==> src/rtl/cfc_pkg.sv <==
`timescale 1ns / 1ps
// ----------------------------------------------------------------------------
// cfc_pkg
// Shared constants and types of the container frame checker.
// ----------------------------------------------------------------------------
package cfc_pkg;

  localparam int unsigned SizeW  = 27;
  localparam int unsigned HashW  = 64;

  localparam logic [31:0]      MagicWord    = 32'h314e_434c;
  localparam logic [31:0]      VersionWord  = 32'h0000_0001;
  localparam logic [HashW-1:0] FnvBasis     = 64'hcbf2_9ce4_8422_2325;
  localparam logic [SizeW-1:0] MaxPartReset = 27'd67108864;

  localparam logic [2:0] StatOk        = 3'd0;
  localparam logic [2:0] StatBadMagic  = 3'd1;
  localparam logic [2:0] StatBadVer    = 3'd2;
  localparam logic [2:0] StatBadSize   = 3'd3;
  localparam logic [2:0] StatShort     = 3'd4;
  localparam logic [2:0] StatExtra     = 3'd5;
  localparam logic [2:0] StatZeroHash  = 3'd6;
  localparam logic [2:0] StatMismatch  = 3'd7;

  typedef struct packed {
    logic [7:0] out_byte;
    logic [2:0] section;
    logic       done_res;
    logic [2:0] status;
  } result_t;

endpackage

==> src/rtl/container_frame_checker_core.sv <==
`timescale 1ns / 1ps
// ----------------------------------------------------------------------------
// container_frame_checker_core
// Checks a length-prefixed container with an FNV-1a 64 trailer, byte by byte.
// ----------------------------------------------------------------------------
// The container enters one byte per beat on the s_axis channel, tlast on its
// final byte. Every input beat gives one output beat on m_axis: the byte,
// its section in tuser (header, world, journal, trailer, beyond end) and the
// status so far in tdata; tlast marks the beat whose status is final.
// The header (magic, version, two part sizes) is checked as it arrives, the
// running hash covers every byte before the trailer and is compared with the
// stored trailer value on the last byte. The first error sticks.
// Each output beat is registered, in the cycle after its input beat; throughput
// is one byte per cycle while m_axis keeps up, set by the hash update (xor and
// shift-add multiply) feeding its own register. The output register lets a new
// beat in while the current result is taken; when m_axis_tready is low and a
// result waits, s_axis_tready drops and nothing is lost. After a tlast beat all
// frame state restarts. Reset clears it, sets max_part_bytes to 2^26; the user
// writes that via cfg_we_i only while idle, which the block does not enforce.
// ----------------------------------------------------------------------------
module container_frame_checker_core (
  input  logic                      clk_i,
  input  logic                      rst_ni,
  input  logic                      cfg_we_i,
  input  logic [cfc_pkg::SizeW-1:0] cfg_wdata_i,
  input  logic                      s_axis_tvalid,
  output logic                      s_axis_tready,
  input  logic [7:0]                s_axis_tdata,   // [7:0] data_byte
  input  logic                      s_axis_tlast,
  output logic                      m_axis_tvalid,
  input  logic                      m_axis_tready,
  output logic [15:0]               m_axis_tdata,   // [7:0] out_byte, [10:8] status
  output logic [2:0]                m_axis_tuser,   // [2:0] section
  output logic                      m_axis_tlast
);

  logic                      accept, hash_en, frame_end;
  logic [cfc_pkg::HashW-1:0] hash;
  cfc_pkg::result_t          result, res_q;
  logic                      valid_q;

  assign s_axis_tready = !valid_q || m_axis_tready;
  assign accept        = s_axis_tvalid && s_axis_tready;

  cfc_hash u_hash (
    .clk_i  (clk_i),
    .rst_ni (rst_ni),
    .en_i   (hash_en),
    .clr_i  (frame_end),
    .byte_i (s_axis_tdata),
    .hash_o (hash)
  );

  cfc_parser u_parser (
    .clk_i       (clk_i),
    .rst_ni      (rst_ni),
    .cfg_we_i    (cfg_we_i),
    .cfg_wdata_i (cfg_wdata_i),
    .accept_i    (accept),
    .byte_i      (s_axis_tdata),
    .last_i      (s_axis_tlast),
    .hash_i      (hash),
    .hash_en_o   (hash_en),
    .frame_end_o (frame_end),
    .result_o    (result)
  );

  always_ff @(posedge clk_i or negedge rst_ni) begin
    if (!rst_ni) begin
      valid_q <= 1'b0;
    end else if (s_axis_tready) begin
      valid_q <= s_axis_tvalid;
    end
  end

  always_ff @(posedge clk_i) begin
    if (accept) begin
      res_q <= result;
    end
  end

  assign m_axis_tvalid = valid_q;
  assign m_axis_tdata  = {5'b0, res_q.status, res_q.out_byte};
  assign m_axis_tuser  = res_q.section;
  assign m_axis_tlast  = res_q.done_res;

  a_accept_gives_beat: assert property (@(posedge clk_i) disable iff (!rst_ni)
    accept |=> m_axis_tvalid)
    else $error("accepted beat produced no output beat");

  a_stall_blocks_input: assert property (@(posedge clk_i) disable iff (!rst_ni)
    !s_axis_tready |-> m_axis_tvalid && !m_axis_tready)
    else $error("input stalled without a waiting result");

  a_waiting_result_kept: assert property (@(posedge clk_i) disable iff (!rst_ni)
    m_axis_tvalid && !m_axis_tready |=> m_axis_tvalid && $stable(res_q))
    else $error("waiting result dropped or overwritten");

endmodule

==> src/rtl/cfc_hash.sv <==
`timescale 1ns / 1ps
// ----------------------------------------------------------------------------
// cfc_hash
// Running FNV-1a 64 hash, one byte per cycle while en_i is set, prime multiply as shift-add.
// ----------------------------------------------------------------------------
module cfc_hash (
  input  logic                      clk_i,
  input  logic                      rst_ni,
  input  logic                      en_i,
  input  logic                      clr_i,
  input  logic [7:0]                byte_i,
  output logic [cfc_pkg::HashW-1:0] hash_o
);

  logic [cfc_pkg::HashW-1:0] hash_q, hash_d, mixed;

  // prime is 2^40 + 2^8 + 0xb3
  always_comb begin
    mixed  = hash_q ^ {{(cfc_pkg::HashW-8){1'b0}}, byte_i};
    hash_d = (mixed << 40) + (mixed << 8) + (mixed << 7) + (mixed << 5)
           + (mixed << 4) + (mixed << 1) + mixed;
  end

  always_ff @(posedge clk_i or negedge rst_ni) begin
    if (!rst_ni) begin
      hash_q <= cfc_pkg::FnvBasis;
    end else if (clr_i) begin
      hash_q <= cfc_pkg::FnvBasis;
    end else if (en_i) begin
      hash_q <= hash_d;
    end
  end

  assign hash_o = hash_q;

endmodule

==> src/rtl/cfc_parser.sv <==
`timescale 1ns / 1ps
// ----------------------------------------------------------------------------
// cfc_parser
// Header, section and trailer tracking with sticky status per container.
// ----------------------------------------------------------------------------
module cfc_parser (
  input  logic                      clk_i,
  input  logic                      rst_ni,
  input  logic                      cfg_we_i,
  input  logic [cfc_pkg::SizeW-1:0] cfg_wdata_i,
  input  logic                      accept_i,
  input  logic [7:0]                byte_i,
  input  logic                      last_i,
  input  logic [cfc_pkg::HashW-1:0] hash_i,
  output logic                      hash_en_o,
  output logic                      frame_end_o,
  output cfc_pkg::result_t          result_o
);

  typedef enum logic [2:0] {
    StHeader  = 3'd0,
    StWorld   = 3'd1,
    StJournal = 3'd2,
    StTrailer = 3'd3,
    StBeyond  = 3'd4
  } stage_e;

  stage_e                    stage_q, stage_d;
  logic [cfc_pkg::SizeW-1:0] max_q;
  logic [cfc_pkg::SizeW-1:0] count_q, count_d, count_inc;
  logic [31:0]               hword_q, hword_d, hword_sh;
  logic [cfc_pkg::SizeW-1:0] wsize_q, wsize_d, jsize_q, jsize_d;
  logic [cfc_pkg::HashW-1:0] stored_q, stored_d;
  logic [2:0]                err_q, err_d, err_mid, stage_err;
  logic                      trailer_done, size_ok;

  assign hword_sh  = {byte_i, hword_q[31:8]};
  assign count_inc = count_q + 1'b1;
  assign size_ok   = (hword_sh != 32'd0)
                  && (hword_sh <= {{(32-cfc_pkg::SizeW){1'b0}}, max_q});

  always_comb begin
    stage_d      = stage_q;
    count_d      = count_inc;
    hword_d      = hword_q;
    wsize_d      = wsize_q;
    jsize_d      = jsize_q;
    stored_d     = stored_q;
    stage_err    = cfc_pkg::StatOk;
    trailer_done = 1'b0;
    case (stage_q)
      StHeader: begin
        hword_d = hword_sh;
        if (count_q == 27'd3 && hword_sh != cfc_pkg::MagicWord) begin
          stage_err = cfc_pkg::StatBadMagic;
          stage_d   = StBeyond;
        end else if (count_q == 27'd7 && hword_sh != cfc_pkg::VersionWord) begin
          stage_err = cfc_pkg::StatBadVer;
          stage_d   = StBeyond;
        end else if (count_q == 27'd11) begin
          if (size_ok) begin
            wsize_d = hword_sh[cfc_pkg::SizeW-1:0];
          end else begin
            stage_err = cfc_pkg::StatBadSize;
            stage_d   = StBeyond;
          end
        end else if (count_q == 27'd15) begin
          if (size_ok) begin
            jsize_d = hword_sh[cfc_pkg::SizeW-1:0];
            stage_d = StWorld;
            count_d = '0;
          end else begin
            stage_err = cfc_pkg::StatBadSize;
            stage_d   = StBeyond;
          end
        end
      end
      StWorld: begin
        if (count_inc >= wsize_q) begin
          stage_d = StJournal;
          count_d = '0;
        end
      end
      StJournal: begin
        if (count_inc >= jsize_q) begin
          stage_d = StTrailer;
          count_d = '0;
        end
      end
      StTrailer: begin
        stored_d = {byte_i, stored_q[cfc_pkg::HashW-1:8]};
        if (count_inc >= 27'd8) begin
          trailer_done = 1'b1;
          stage_d      = StBeyond;
          count_d      = '0;
        end
      end
      default: begin
        stage_err = cfc_pkg::StatExtra;
      end
    endcase

    err_mid = (err_q != cfc_pkg::StatOk) ? err_q : stage_err;
    err_d   = err_mid;
    if (last_i && err_mid == cfc_pkg::StatOk) begin
      if (!trailer_done) begin
        err_d = cfc_pkg::StatShort;
      end else if (stored_d == '0) begin
        err_d = cfc_pkg::StatZeroHash;
      end else if (stored_d != hash_i) begin
        err_d = cfc_pkg::StatMismatch;
      end
    end
  end

  always_ff @(posedge clk_i or negedge rst_ni) begin
    if (!rst_ni) begin
      max_q    <= cfc_pkg::MaxPartReset;
      stage_q  <= StHeader;
      count_q  <= '0;
      hword_q  <= '0;
      wsize_q  <= '0;
      jsize_q  <= '0;
      stored_q <= '0;
      err_q    <= cfc_pkg::StatOk;
    end else begin
      if (cfg_we_i) begin
        max_q <= cfg_wdata_i;
      end
      if (accept_i) begin
        if (last_i) begin
          stage_q  <= StHeader;
          count_q  <= '0;
          hword_q  <= '0;
          wsize_q  <= '0;
          jsize_q  <= '0;
          stored_q <= '0;
          err_q    <= cfc_pkg::StatOk;
        end else begin
          stage_q  <= stage_d;
          count_q  <= count_d;
          hword_q  <= hword_d;
          wsize_q  <= wsize_d;
          jsize_q  <= jsize_d;
          stored_q <= stored_d;
          err_q    <= err_d;
        end
      end
    end
  end

  assign hash_en_o   = accept_i && (stage_q == StHeader || stage_q == StWorld
                                 || stage_q == StJournal);
  assign frame_end_o = accept_i && last_i;

  always_comb begin
    result_o.out_byte = byte_i;
    result_o.section  = stage_q;
    result_o.done_res = last_i;
    result_o.status   = err_d;
  end

  a_frame_restart: assert property (@(posedge clk_i) disable iff (!rst_ni)
    accept_i && last_i |=> stage_q == StHeader && err_q == cfc_pkg::StatOk)
    else $error("parser did not restart after last beat");

  a_error_sticks: assert property (@(posedge clk_i) disable iff (!rst_ni)
    accept_i && !last_i && err_q != cfc_pkg::StatOk |=> err_q == $past(err_q))
    else $error("sticky error changed within a container");

  a_payload_needs_sizes: assert property (@(posedge clk_i) disable iff (!rst_ni)
    (stage_q == StWorld || stage_q == StJournal) |-> wsize_q != '0 && jsize_q != '0)
    else $error("payload section entered without valid sizes");

endmodule

==> config.mk <==
export PLATFORM = sky130hd
export DESIGN_NAME = container_frame_checker_core
export DESIGN_NICKNAME = d
export VERILOG_FILES = /design/src/rtl/cfc_pkg.sv /design/src/rtl/container_frame_checker_core.sv /design/src/rtl/cfc_hash.sv /design/src/rtl/cfc_parser.sv
export SDC_FILE = /design/constraint.sdc
export NUM_CORES = 1
export LEC_CHECK = 0
export BUFFER_PORTS_ARGS = -buffer_cell sky130_fd_sc_hd__buf_2
export CAP_MARGIN = 20
export CORE_MARGIN = 5
export CORE_UTILIZATION = 40
export CTS_CLUSTER_SIZE = 8
export DETAILED_ROUTE_END_ITERATION = 6
export HOLD_SLACK_MARGIN = 0.06
export PLACE_DENSITY_LB_ADDON = 0.15
export SLEW_MARGIN = 40
export SYNTH_ARGS = -nofsm -noshare
export SYNTH_HDL_FRONTEND = slang
export SYNTH_SLANG_ARGS = --single-unit
==> constraint.sdc <==
create_clock -name clk_i -period 14.95 [get_ports clk_i]
set_clock_uncertainty 0.05 [all_clocks]
set_input_delay 2.2425 -clock clk_i [delete_from_list [all_inputs] [get_ports clk_i]]
set_output_delay 2.2425 -clock clk_i [all_outputs]
set_load 0.02 [all_outputs]
==> results of run 1 <==
flip-flops by register name, summed over array words and instances, names as in the netlist, 11 cells and up:
signal             flops
u_parser.hword_q      24
u_parser.count_q      27
u_parser.wsize_q      27
u_hash.hash_o         64
m_axis_tdata          11
u_parser.max_q        27
u_parser.jsize_q      27
u_parser.stored_q     64
worst max-delay path: stages:
cell and delay [ns]:
buf_2 0.19, xnor2_1 0.62, clkinv_1 0.49, fa_1 0.56, fa_1 0.50, inv_1 0.06
fa_1 0.53, inv_1 0.04, ha_1 0.29, ha_1 0.34, o211ai_1 0.12, o21ai_2 0.23
o211ai_1 0.15, a21boi_1 0.54, a21oi_1 0.27, o41ai_2 0.41, or3b_1 0.44, a31o_2 0.26
o31ai_1 0.23, xnor2_1 0.15, o22ai_1 0.08
placed cells by master, fill, tap and decap left out, types with 9 or more instances in the layout:
master / count
dfrtp_1: 238
o21a_1: 14
nand2_1: 185
nand3_1: 41
buf_2: 57
o22ai_1: 55
o31ai_1: 10
buf_4: 21
a211oi_1: 10
nor4_1: 41
or3_1: 9
edfxtp_1: 15
xor2_1: 51
inv_1: 457
nand2b_1: 16
o21ai_0: 165
and3_1: 20
mux2i_1: 65
nor3_1: 22
a22o_1: 66
a22oi_1: 102
dfstp_2: 29
nand4_1: 58
o21ai_1: 10
a31oi_1: 15
ha_1: 188
clkbuf_1: 13
nor2_1: 67
a21oi_1: 94
fa_1: 240
nor2b_1: 9
clkbuf_16: 42
xnor2_1: 129
a21o_1: 59
cell families (layout without fill, tap and decap cells):
logic type,after synthesis,after routing,share of synthesized area [%]
AO/OA/AOI/OAI,686,686,17.5
XOR/XNOR,182,182,6.09
adder cells (fa/ha/maj),433,433,27.4
buffers and inverters,611,607,9.04
flip-flops,282,282,27.3
multiplexers,68,68,2.60
other,1,5,0.0143
AND/OR/NAND/NOR,517,517,10.1
final timing paths:
check / slack (ns) / startpoint / end / depth (start not counted)
max: 6.60 / s_axis_tdata[5] / u_hash.hash_o[51] / 21
min: 0.45 / u_parser.wsize_q[20] / u_parser.wsize_q[20] / 1
max reg2reg: 8.13 / u_hash.hash_o[5] / u_hash.hash_o[51] / 20
min reg2reg: 0.45 / u_parser.wsize_q[20] / u_parser.wsize_q[20] / 1
max in group asynchronous: 12.09 / rst_ni / u_parser.stored_q[13] / 2
min in group asynchronous: 1.61 / rst_ni / u_parser.count_q[7] / 1
layer usage:
metal	vias to the layer above	GRT usage, %
met5	-	0
met1	10379	30.4
li1	9473	-
met2	473	40.7
met3	165	2.42
met4	0	8.82
through the flow:
step	cell area (µm²)	std cells	hold slack (ns)
floorplan	26300	2784	0.400
global placement	27300	3581	0.414
detailed placement	27300	3582	0.440
CTS	28500	3644	0.453
global route	28500	3644	0.468
finish	28500	3644	0.452
cell type report:
class	count	area share (%)
clock buffers	59	4.05
clock inverters	3	0.281
inverters	462	6.08
multi-input cells	1891	58.9
flip-flops and latches	282	25.1
well taps	864	3.79
repair buffers	83	1.79
==> flow_metrics.tcl, run 1 <==
set metrics [dict create \
    outcome "complete, no violations" \
    grt.total_usage_pct 23.4 \
    gp_congestion 0.884 \
    synth_area_um2 26300 \
    postRouteAntennaNets 0 \
    cts_hold_buf 0 \
    final.min_clock_period_ns 8.35 \
    synthFlopType "dfrtp_1" \
    crit_required_ns 15.35 \
    multi_input_area_um2 16800 \
    antenna_found_initial 0 \
    yosys.area.top_type "dfrtp_1" \
    core-area_um2 65500 \
    rows 94 \
    slew_violations 0 \
    path_max_fanout 8 \
    hp-class "flip-flop to flip-flop" \
    seq_area_um2 7170 \
    period_share_pct 55.8 \
    hold_viol 0 \
    avgRoutedWirePerCell_um 22.9 \
    ios 63 \
    timing.fmax_ghz 0.120 \
    max-slew-margin-rel_pct 44.4 \
    final_util_pct 43.6 \
    grt_overflow 0 \
    dp_hpwl_mm 62.5 \
    cts-root-to-sink-buffers 3 \
    firstDrtPassIters 5 \
    synth-edff-count 15 \
    path_class "input port to flip-flop" \
    worst_pin_slew_ns 0.833 \
    syn_avg_cell_area_um2 9.46 \
    grt_max_degree 125 \
    crit_arrival_ns 8.74 \
    nets 3231 \
    vias 20490 \
    drc_errors 0 \
    root_buffer "clkbuf_16" \
    grt_pass1_vias 21296 \
    rsz0062_at_grt "false" \
    postCtsSetupBuffers 0 \
    ys_types 90 \
    netlist.area_leader.share_pct 22.7 \
    area_delta_synth_final_pct 8.57 \
    clk_latency_ns 0.60 \
    synthArstFlopShare_pct 94.7 \
    cp-end-kind "flip-flop" \
    dr_wl_met2_mm 42.1 \
    nFillCells 6366 \
    grt_first_pass_wirelength_mm 130 \
    synth.area.top_cells "dfrtp_1, fa_1, ha_1" \
    die_y_um 266 \
    cts-resized-gates 0 \
    worst_slack_ns 6.60 \
    synth_commonest_cells "inv_1, fa_1, dfrtp_1" \
    critPathLaunchType "input port" \
    num_antenna_cells 0 \
    drt-met1-wl_mm 35.0 \
    cts_tree "yes" \
    seq_area_frac_synth_pct 27.3 \
    htreeDepth 2 \
    vias_per_cell 5.62 \
    wl_mm 83.6 \
    synth_cells 2780 \
    fp.dieW_um 266 \
    io_buffer_count 57 \
    top_layer_used "met4" \
    die-area_um2 71000 \
    ys_ff_latch 282 \
    drive_above_1_share_pct 7.45 \
    numCtsBuffers 42 \
    max-cap-violations 0 \
    setup_viol 0 \
    cts.sinks 282 \
    yosysMostFrequentCell "inv_1" \
    post-place-ws_ns 6.08 \
    setup-tns-final_ns 0 \
    yosysWarnings 0 \
    drt_iter0_markers 1459 \
    wl_met3_mm 2.95 \
    clkTransAtPathRegs_ns 0.06 \
    start_util_pct 40.1 \
]
Power of run 1 is not shown: default switching activity piles up to over one toggle a cycle in this logic, so the estimate is an artifact.
==> run 2: changes to the inputs <==
Clock period 14.95 ns to 8.6 ns, I/O delays scaled along.
==> run 2 against run 1 <==
Effect of this change: register-to-register slack got worse by 6.3 ns; critical path depth is the same; via count increased by 0.59%; clock-buffer cell count did not move; largest cell class unchanged; worst setup slack worse by 5.3 ns; highest routed layer unchanged; routed wire length is 2.1% lower; utilization hardly changed; sequential share of layout area is essentially flat; design area is essentially flat.
==> flow_metrics.tcl, run 2 (synthesis gave the netlist of run 1 again) <==
set metrics [dict create \
    outcome "complete, no violations" \
    ios 63 \
    cts-resized-gates 0 \
    vias 20610 \
    seq_area_um2 7170 \
    hp-class "flip-flop to flip-flop" \
    vias_per_cell 5.65 \
    cp-end-kind "flip-flop" \
    crit_required_ns 9.02 \
    avgRoutedWirePerCell_um 22.4 \
    root_buffer "clkbuf_16" \
    grt_max_degree 125 \
    ff2ff_path_depth 18 \
    setup_viol 0 \
    io_buffer_count 57 \
    start_util_pct 40.1 \
    max-slew-margin-rel_pct 42.9 \
    die-area_um2 71000 \
    worst_slack_ns 1.33 \
    postRouteAntennaNets 0 \
    worst_pin_slew_ns 0.849 \
    rows 94 \
    cts.sinks 282 \
    timing.fmax_ghz 0.138 \
    core-area_um2 65500 \
    post-place-ws_ns 0.812 \
    rsz0062_at_grt "false" \
    grt.total_usage_pct 23.0 \
    antenna_found_initial 0 \
    final_common_cell "inv_1" \
    hold_viol 0 \
    max-cap-violations 0 \
    critPathLaunchType "input port" \
    nFillCells 6343 \
    drive_above_1_share_pct 7.47 \
    drc_errors 0 \
    firstDrtPassIters 5 \
    layout_common_cells "inv_1, fa_1, dfrtp_1" \
    postCtsSetupBuffers 0 \
    cts_tree "yes" \
    wl_mm 81.8 \
    path_class "input port to flip-flop" \
    slew_violations 0 \
    final.min_clock_period_ns 7.27 \
    area_delta_synth_final_pct 8.64 \
    clkTransAtPathRegs_ns 0.05 \
    cts_hold_buf 0 \
    setup-tns-final_ns 0 \
    path_max_fanout 8 \
    grt_overflow 0 \
    numCtsBuffers 42 \
    htreeDepth 2 \
    cts-root-to-sink-buffers 3 \
    drt_iter0_markers 1683 \
    hold_path_depth 2 \
    period_share_pct 84.5 \
    num_antenna_cells 0 \
    crit_arrival_ns 7.69 \
    die_y_um 266 \
    dp_hpwl_mm 61.6 \
    grt_pass1_vias 21470 \
    fp.dieW_um 266 \
    multi_input_area_um2 16800 \
    clk_latency_ns 0.59 \
    grt_first_pass_wirelength_mm 129 \
    gp_congestion 0.941 \
    nets 3233 \
]
==> run 2: path summary, 6_finish.rpt <==
check,start,to,slack [ns]
worst max-delay path,s_axis_tdata[5],u_hash.hash_o[60],1.33
min in group asynchronous,rst_ni,u_parser.count_q[8],0.58
worst max register to register,u_hash.hash_o[16],u_hash.hash_o[51],1.87
max in group asynchronous,rst_ni,u_hash.hash_o[16],6.63
worst min register to register,u_parser.stored_q[1],u_parser.stored_q[1],0.44
worst min-delay path,u_parser.stored_q[1],u_parser.stored_q[1],0.44
==> run 2: layer usage <==
| layer | wire length (µm) | global-route usage (%) |
|---|---|---|
| met5 | 0 | 0 |
| met4 | 3810 | 9.18 |
| met3 | 2840 | 2.42 |
| met2 | 40000 | 39.1 |
| met1 | 35200 | 30.4 |
==> run 2: final cells by class <==
cell class	count	area share, %
Clock inverter	4	0.219
Inverter	462	6.07
Tap cell	864	3.78
Multi-Input combinational cell	1891	58.8
Clock buffer	59	4.01
Timing Repair Buffer	85	1.99
Sequential cell	282	25.1
==> run 2: per-stage QoR <==
step,utilization [%],hold slack [ns],cells,cell area (µm²)
floorplan,-,0.400,2784,26300
global placement,41.6,0.413,3581,27300
detailed placement,41.8,0.432,3584,27400
CTS,43.6,0.445,3647,28600
global route,43.6,0.465,3647,28600
finish,43.6,0.443,3647,28600
==> run 2: critical path: stages <==
cell and delay [ns]:
buf_2 0.20, xnor2_1 0.54, clkinv_1 0.47, maj3_1 0.50
fa_1 0.52, inv_1 0.05, fa_1 0.53, inv_1 0.04
ha_1 0.28, ha_1 0.40, a21o_1 0.17, a31oi_1 0.04
a21boi_1 0.18, o311ai_2 0.56, a41oi_1 0.29, o21ai_2 0.30
a31oi_2 0.22, o41ai_1 0.60, a221oi_1 0.19, xor2_1 0.18
o21ai_1 0.14
Power of run 2 is left out for the same reason.
==> run 3: changes to the inputs <==
Settings changed: ABC_AREA set to 1.
Clock period 8.6 ns to 6.84 ns, I/O delays scaled along.
==> run 3 against run 2 <==
Effect of this change: sequential cell count unchanged; synthesized cell count up 31%; synthesized area up 5.7%; critical path depth up 1; utilization up 0.52 points; register-to-register slack worse by 0.72 ns; hold slack worse by 0.14 ns; worst setup slack worse by 0.29 ns; routed wire length up 15%; largest cell class unchanged.
==> flow_metrics.tcl, run 3 <==
set metrics [dict create \
    drt_iter0_markers 1702 \
    final.min_clock_period_ns 5.80 \
    slew_violations 0 \
    cts.sinks 282 \
    ys_types 56 \
    layout_common_cells "inv_1, nand2_1, nor2_1" \
    postRouteAntennaNets 0 \
    seq_area_frac_synth_pct 25.8 \
    crit_arrival_ns 6.21 \
    fp.dieW_um 274 \
    period_share_pct 84.8 \
    antenna_found_initial 1 \
    final_common_cell "inv_1" \
    grt_pass1_vias 23930 \
    setup_viol 0 \
    slowest_delay_ns 0.56 \
    crit_required_ns 7.26 \
    die-area_um2 74800 \
    io_buffer_count 57 \
    synth_cells 3654 \
    synth.area.top_cells "dfrtp_1, fa_1, inv_1" \
    cts-resized-gates 0 \
    cp_cell_sequence "buf_2 -> xnor2_1 -> inv_1 -> ha_1 -> inv_1 -> xor2_1 -> fa_1 -> inv_1 -> fa_1 -> inv_1 -> ha_1 -> ha_1 -> o21ai_0 -> inv_1 -> a21oi_1 -> nor3_1 -> nor2_1 -> o21ai_0 -> nand2_1 -> nand4_1 -> nand3_1 -> nand2_1" \
    ys_ff_latch 282 \
    clk_latency_ns 0.61 \
    hold_viol 0 \
    cts-root-to-sink-buffers 3 \
    cp_common_cell "inv_1" \
    nFillCells 7232 \
    path_class "input port to flip-flop" \
    reg2reg_to "u_hash.hash_o[44]" \
    clkTransAtPathRegs_ns 0.05 \
    root_buffer "clkbuf_16" \
    ios 63 \
    r2r_slack_ns 1.15 \
    synth_area_um2 27800 \
    gp_congestion 0.965 \
    cp-end-kind "flip-flop" \
    avgRoutedWirePerCell_um 20.2 \
    grt_first_pass_wirelength_mm 146 \
    postCtsSetupBuffers 0 \
    die_y_um 274 \
    cts_hold_buf 0 \
    syn_avg_cell_area_um2 7.60 \
    drc_errors 0 \
    dp_hpwl_mm 75.9 \
    drive_above_1_share_pct 6.16 \
    htreeDepth 2 \
    yosysMostFrequentCell "inv_1" \
    vias 24064 \
    start_util_pct 40.4 \
    yosys.area.top_type "dfrtp_1" \
    cts_tree "yes" \
    core-area_um2 68700 \
    wl_mm 94.2 \
    yosysWarnings 0 \
    synthArstFlopShare_pct 94.7 \
    outcome "complete, no violations" \
    path_max_fanout 6 \
    rr_startpoint "u_hash.hash_o[9]" \
    critical_path.slowest_cell "fa_1" \
    synth-edff-count 15 \
    grt_max_degree 118 \
    numCtsBuffers 42 \
    setup-tns-final_ns 0 \
    ff2ff_path_depth 20 \
    max-cap-violations 0 \
    crit_family "adder cells" \
    timing.fmax_ghz 0.173 \
    grt_overflow 0 \
    worstPathBufferInverterCount 6 \
    worst_pin_slew_ns 0.806 \
    critPathLaunchType "input port" \
    synth_commonest_cells "inv_1, nand2_1, nor2_1" \
    vias_per_cell 5.17 \
    area_delta_synth_final_pct 9.12 \
    hp-class "input port to async pin" \
    netlist.area_leader.share_pct 21.4 \
    grt.total_usage_pct 25.3 \
    synthFlopType "dfrtp_1" \
    rows 96 \
    nets 4169 \
    max-slew-margin-rel_pct 45.7 \
    rsz0062_at_grt "false" \
    firstDrtPassIters 6 \
]
## run 3: cell types whose count changed in the layout (fill, tap and decap cells not counted), sizes merged, moves of 50 or more
| cell | delta |
|---|---|
| nand2 | +566 |
| a22oi | -101 |
| xnor2 | -113 |
| a21o | -52 |
| nand3 | +122 |
| mux2i | -65 |
| nor2 | +228 |
| o21ai | +104 |
| inv | +349 |
| a22o | -65 |
| a21oi | +50 |
## run 3: kinds of logic after synthesis
logic type	synth area share, %
AND/OR/NAND/NOR	20.9
other	0.0135
AO/OA/AOI/OAI	13.3
buffers and inverters	12.4
multiplexers	0.0405
flip-flops	25.8
adder cells (fa/ha/maj)	25.8
XOR/XNOR	1.79
## run 3: final cells by class
class                   instances  area [µm²]  area share [%]
repair buffers                 84         520            1.72
clock inverters                 4        88.8           0.293
multi-input cells            2483       17200            56.7
inverters                     807        3030            9.99
well taps                     931        1160            3.84
flip-flops and latches        282        7170            23.6
diodes                          1        2.50         0.00825
clock buffers                  60        1140            3.76
## run 3: how the worst max path moves through the flow
stage / startpoint / to / slack (ns) / cells after the start
after floorplan: s_axis_tdata[5] / u_hash.hash_o[55] / 1.50 / 21
after global placement: s_axis_tdata[1] / u_hash.hash_o[62] / 0.53 / 25
after detailed placement: s_axis_tdata[0] / u_hash.hash_o[62] / 0.57 / 25
after CTS: u_hash.hash_o[17] / u_hash.hash_o[42] / 1.15 / 21
after global routing: s_axis_tdata[0] / u_hash.hash_o[44] / 0.64 / 26
final: s_axis_tdata[0] / u_hash.hash_o[61] / 1.04 / 22
## run 3: per-stage QoR
stage	setup slack [ns]	util [%]	cells	instance area, µm²	hold slack (ns)
2_1_floorplan	1.50	-	3658	27800	0.402
3_3_place_gp	0.534	42.3	4586	29100	0.416
3_5_place_dp	0.574	42.3	4587	29100	0.420
4_1_cts	1.15	44.1	4651	30300	0.302
5_1_grt	0.642	44.1	4651	30300	0.319
6_report	1.04	44.1	4652	30300	0.307
## run 3: routing by layer
| layer | GRT usage (%) | wire [µm] |
|---|---|---|
| met1 | 33.5 | 40600 |
| met2 | 42.7 | 45200 |
| met3 | 2.66 | 4060 |
| met4 | 9.62 | 4300 |
| met5 | 0 | 13 |
## run 3: worst reg2reg max path: cells and delay by family, from the launching register on
| kind | cells | cell delay [ns] |
|---|---|---|
| buf+inv | 5 | 0.55 |
| fa+ha+maj | 5 | 2.36 |
| simple gates | 4 | 0.62 |
| flops | 1 | 0.64 |
| compound gates | 6 | 1.41 |
Power of run 3 is left out for the same reason.
